[config.mk]
export PLATFORM = sky130hd
export DESIGN_NAME = mlc_ctrl
export DESIGN_NICKNAME = d
export VERILOG_FILES = /design/src/hw/rtl/mlc_pkg.sv /design/src/hw/rtl/mlc_ctrl.sv
export SDC_FILE = /design/constraint.sdc
export NUM_CORES = 1
export LEC_CHECK = 0
export ABC_CLOCK_PERIOD_IN_PS = 1400
export BUFFER_PORTS_ARGS = -buffer_cell sky130_fd_sc_hd__buf_2
export CORE_AREA = 2 2 39 41
export DETAILED_ROUTE_END_ITERATION = 6
export DIE_AREA = 0 0 41 43
export MAX_ROUTING_LAYER = met4
export PLACE_DENSITY = 0.44
export SLEW_MARGIN = 5
export SYNTH_ARGS = -nofsm -noshare
export SYNTH_HDL_FRONTEND = slang
export SYNTH_SLANG_ARGS = --single-unit
export TNS_END_PERCENT = 20
[constraint.sdc]
create_clock -name clock -period 1.4 [get_ports clock]
set_input_delay 0.21 -clock clock [delete_from_list [all_inputs] [get_ports clock]]
set_output_delay 0.21 -clock clock [all_outputs]
set_load 0.01 [all_outputs]
[src/hw/rtl/mlc_pkg.sv]
// Shared types, command codes and status codes of the method lookup cache.
package mlc_pkg;

   localparam int ENTRIES_DEF = 64;

   localparam logic [1:0] CMD_LOOKUP    = 2'd0;
   localparam logic [1:0] CMD_ADD       = 2'd1;
   localparam logic [1:0] CMD_CLEAR_SEL = 2'd2;
   localparam logic [1:0] CMD_CLEAR_ALL = 2'd3;

   localparam logic [1:0] ADD_OK      = 2'd0;
   localparam logic [1:0] ADD_PRESENT = 2'd1;
   localparam logic [1:0] ADD_FULL    = 2'd2;

   typedef struct packed {
      logic        valid;
      logic [31:0] selector;
      logic [31:0] class_id;
      logic [31:0] module_id;
      logic [31:0] method;
   } slot_type;

   typedef struct packed {
      logic capture;
      logic addr_clr;
      logic addr_step;
      logic init_wipe;
      logic scan;
      logic finish;
   } ctrl_cmd_type;

   typedef struct packed {
      logic addr_last;
   } dp_status_type;

endpackage

[src/hw/rtl/mlc_ctrl.sv]
// Controller state machine: init sweep, idle, slot scan, drain and finish.
module mlc_ctrl (
   input  logic                  clock,
   input  logic                  reset,
   input  logic                  start,
   output logic                  busy,
   input  mlc_pkg::dp_status_type status,
   output mlc_pkg::ctrl_cmd_type   cmd
);

   localparam logic [2:0] ST_INIT   = 3'd0;
   localparam logic [2:0] ST_IDLE   = 3'd1;
   localparam logic [2:0] ST_SCAN   = 3'd2;
   localparam logic [2:0] ST_DRAIN  = 3'd3;
   localparam logic [2:0] ST_FINISH = 3'd4;

   logic [2:0] state_ff;
   logic [2:0] state_in;

   always_comb begin
      state_in = state_ff;
      cmd      = '0;
      unique case (state_ff)
         ST_INIT: begin
            cmd.init_wipe = 1'b1;
            cmd.addr_step = 1'b1;
            if (status.addr_last) begin
               state_in = ST_IDLE;
            end
         end
         ST_IDLE: begin
            if (start) begin
               cmd.capture  = 1'b1;
               cmd.addr_clr = 1'b1;
               state_in     = ST_SCAN;
            end
         end
         ST_SCAN: begin
            cmd.scan      = 1'b1;
            cmd.addr_step = 1'b1;
            if (status.addr_last) begin
               state_in = ST_DRAIN;
            end
         end
         ST_DRAIN: begin
            state_in = ST_FINISH;
         end
         ST_FINISH: begin
            cmd.finish = 1'b1;
            state_in   = ST_IDLE;
         end
         default: begin
            state_in = ST_INIT;
         end
      endcase
   end

   always_ff @(posedge clock) begin
      if (reset) begin
         state_ff <= ST_INIT;
      end else begin
         state_ff <= state_in;
      end
   end

   assign busy = (state_ff != ST_IDLE);

endmodule

==> key figures <==
Power
  – Internal: 0.220 mW
  – Combinational Power Share: 0.143
  – VDD IR max: 0.173 mV
  – Clock Power Share: 0.509
  – Net Sw Frac: 0.252
  – Sequential share of power: 0.348
  – Pleak: 0.117 nW
  – Sw power: 0.0739 mW
  – Power Dens Cells: 1110 mW/mm^2

Routing
  – DR vias/cell: 3.78
  – Met3 WL post-DR: 24 um
  – DR WL/cell: 8.57 um
  – Metal-1 WL: 180 um
  – DRC: 0
  – Detail Route Antenna Nets: 0
  – Max layer used: met3
  – DRT iter0 DRCs: 4
  – Vias after detailed routing: 185
  – Routed wire length: 420 um
  – DR WL met2: 216 um
  – TritonRoute pass-1 iters: 3

Timing
  – Final TNS setup: 0 ps
  – Period utilisation layout: 0.936
  – # setup viols final: 0
  – RSZ-0062 raised after global routing: false
  – Final Hold Fails: 0
  – Final Max Slew Viols: 0
  – Worst rel slew slack: 0.817
  – Worst setup skew after layout: 3.01 ps
  – Final Worst Setup Slack: 89.1 ps
  – Max Fclk: 763 MHz
  – Crit path time final: 1310 ps
  – Worst-margin pin slew: 270 ps

Min path
  – Hold endpoint: state_ff[1]
  – Hold crit path type: in2reg
  – Hold Crit Start: reset
  – Hold path depth: 2

Run status
  – Status: complete, no violations

Worst setup path
  – RR Endpoint: state_ff[0]
  – Crit Path Category: reg2out
  – CP Launch Type: flip-flop
  – Worst path slowest cell: dfxtp_1
  – Worst EP required: 1190 ps
  – Worst-case reg-to-reg path depth: 2
  – CP Data Arrival Time: 1100 ps
  – CP cell instances: nor2_1 > and3_1 > buf_2
  – Worst R2R Setup Slack: 450 ps
  – Start of the worst register-to-register path: state_ff[2]
  – Setup crit end kind: primary output
  – Critical path peak fanout: 8
  – Worst path max stage delay: 460 ps

Final layout
  – Top Registers: state_ff (3)
  – Synth-to-Final Area Change: 37.7%
  – Net count, final: 38
  – Non-Filler Instances: 49
  – Max reg flops: 3
  – Largest reg by FF count: state_ff
  – ANT cells: 0
  – Post-layout utilization of the core: 0.192
  – Share of cells above drive strength 1: 0.485
  – Fill cell total of the finished layout: 173

Clock tree
  – Clk sink count: 3
  – Clock transition at path regs: 40 ps
  – Post-CTS setup buffers: 0
  – CTS tree: built
  – Clock buffer depth: 2
  – CTS Hold Bufs: 0
  – Clock buffer count from CTS: 3
  – Clk root buf: clkbuf_4
  – H-tree Lvls: 1
  – Clk Latency, worst-skew pair: 230 ps

GRT
  – Total gr overflow: 0
  – Largest net degree at the start of global routing: 11
  – Vias in the first global route: 159
  – First-pass GRT wire length: 648 um
  – Antenna violations before repair: 0
  – GRT Overall Usage: 0.0606

Floorplanning
  – Die area: 0.00176 mm^2
  – Starting Density: 0.139
  – I/O pin count: 11
  – Rows: 14
  – Die height: 43 um
  – Die Wd: 41 um
  – Core Area: 0.00138 mm^2

Synthesis
  – Largest family of logic cells by synthesized area: simple AND/OR/NAND/NOR gates
  – Syn Nets: 26
  – Synth Area in Compound Gates: 0.0844
  – Mapped Cells: 22
  – XOR/XNOR Fraction of Synth Area: 0
  – Post-synthesis mux area share: 0
  – Mapped cell area: 193 um^2
  – Yosys reg bits: 3
  – Yosys warns: 0
  – Adder-cell share of the synthesized area: 0
  – Post-synthesis average cell area: 8.76 um^2
  – Simple-gate share of the synthesized area: 0.448
  – Register area share after synthesis: 0.312
  – Synth cell types: 16

Job
  – Max-Cap Viols: 0

Placement
  – Port Buffers: 10
  – Gpl congestion: 0.599
  – Place WS: 286 ps
  – Dpl cells: 45
-- per-layer routing --
metal  vias up  track usage
met5         -            -
met4         0       0.0800
met3         0       0.0157
met2         5       0.0719
met1        82       0.0673
li1         98            -
-- worst max-delay path, delay by kind of cell (launching register included) --
kind / cells / cell delay [ps]
AND/OR/NAND/NOR: 2 / 270
buffers and inverters: 1 / 140
flip-flops: 1 / 460
-- metrics by stage --
| stage | hold WS, ps | instance area, um^2 | power, mW |
|---|---|---|---|
| finish | 170 | 265 | 0.294 |
| detailed placement | 418 | 236 | 0.145 |
| global route | 186 | 265 | 0.311 |
| floorplan | 283 | 193 | 0.130 |
| global placement | 416 | 236 | 0.145 |
| CTS | 174 | 263 | 0.299 |
-- worst max path at each step --
stage / from / to / slack (ps) / cells after the start
after floorplan: state_ff[1] / cmd[5] / 300 / 3
after global placement: state_ff[1] / cmd[4] / 290 / 3
after detailed placement: state_ff[1] / cmd[5] / 290 / 3
after CTS: state_ff[1] / cmd[5] / 30 / 3
after global routing: state_ff[2] / cmd[5] / 20 / 3
final: state_ff[2] / cmd[5] / 90 / 3
-- cell type report --
cell class                 count  area, um^2  share of cell area
timing repair buffer          10        50.0               0.189
inverter                       1        3.75              0.0142
clock buffer                   4        26.3              0.0991
tap                           16        20.0              0.0755
multi-input combinational     15         103               0.387
sequential                     3        62.6               0.236
-- power by group through the flow --
stage               logic (mW)  clock network (mW)  registers, mW
floorplan               0.0348                   0         0.0950
global placement        0.0426                   0          0.102
detailed placement      0.0425                   0          0.102
CTS                     0.0428               0.156          0.101
global route            0.0483               0.159          0.104
finish                  0.0420               0.150          0.102
-- kinds of logic (layout without fill, tap and decap cells) --
logic type             Yosys count  after routing
and+or+nand+nor                 13             13
buffers and inverters            4             15
AOI/OAI and AO/OA                2              2
DFF                              3              3
-- cell usage after synthesis, drive strengths merged --
cell / n / area share
nor4b: 1 / 0.045
nand3b: 1 / 0.039
nand2: 2 / 0.039
and2: 1 / 0.032
nand2b: 1 / 0.032
nor2: 2 / 0.039
a211oi: 1 / 0.039
inv: 1 / 0.019
buf: 3 / 0.14
dfxtp: 3 / 0.31
nor3b: 2 / 0.14
and3: 1 / 0.032
o31a: 1 / 0.045
nor3: 2 / 0.052
-- placed cells by master, fill, tap and decap left out --
| cell type | instances |
|---|---|
| o31a_1 | 1 |
| buf_2 | 10 |
| inv_1 | 1 |
| nor3b_1 | 1 |
| nand3b_1 | 1 |
| nand2b_1 | 1 |
| and3_1 | 1 |
| nand2_1 | 2 |
| a211oi_1 | 1 |
| nor2_1 | 2 |
| nor3b_4 | 1 |
| dfxtp_2 | 2 |
| dfxtp_1 | 1 |
| clkbuf_4 | 3 |
| clkbuf_1 | 1 |
| and2_1 | 1 |
| nor3_1 | 2 |
| nor4b_1 | 1 |
-- repair_timing --
item	in CTS	in global routing
resized for setup	0	2
hold endpoints to repair	0	0
setup endpoints to repair	0	3
Power figures use the tool's default switching activity.
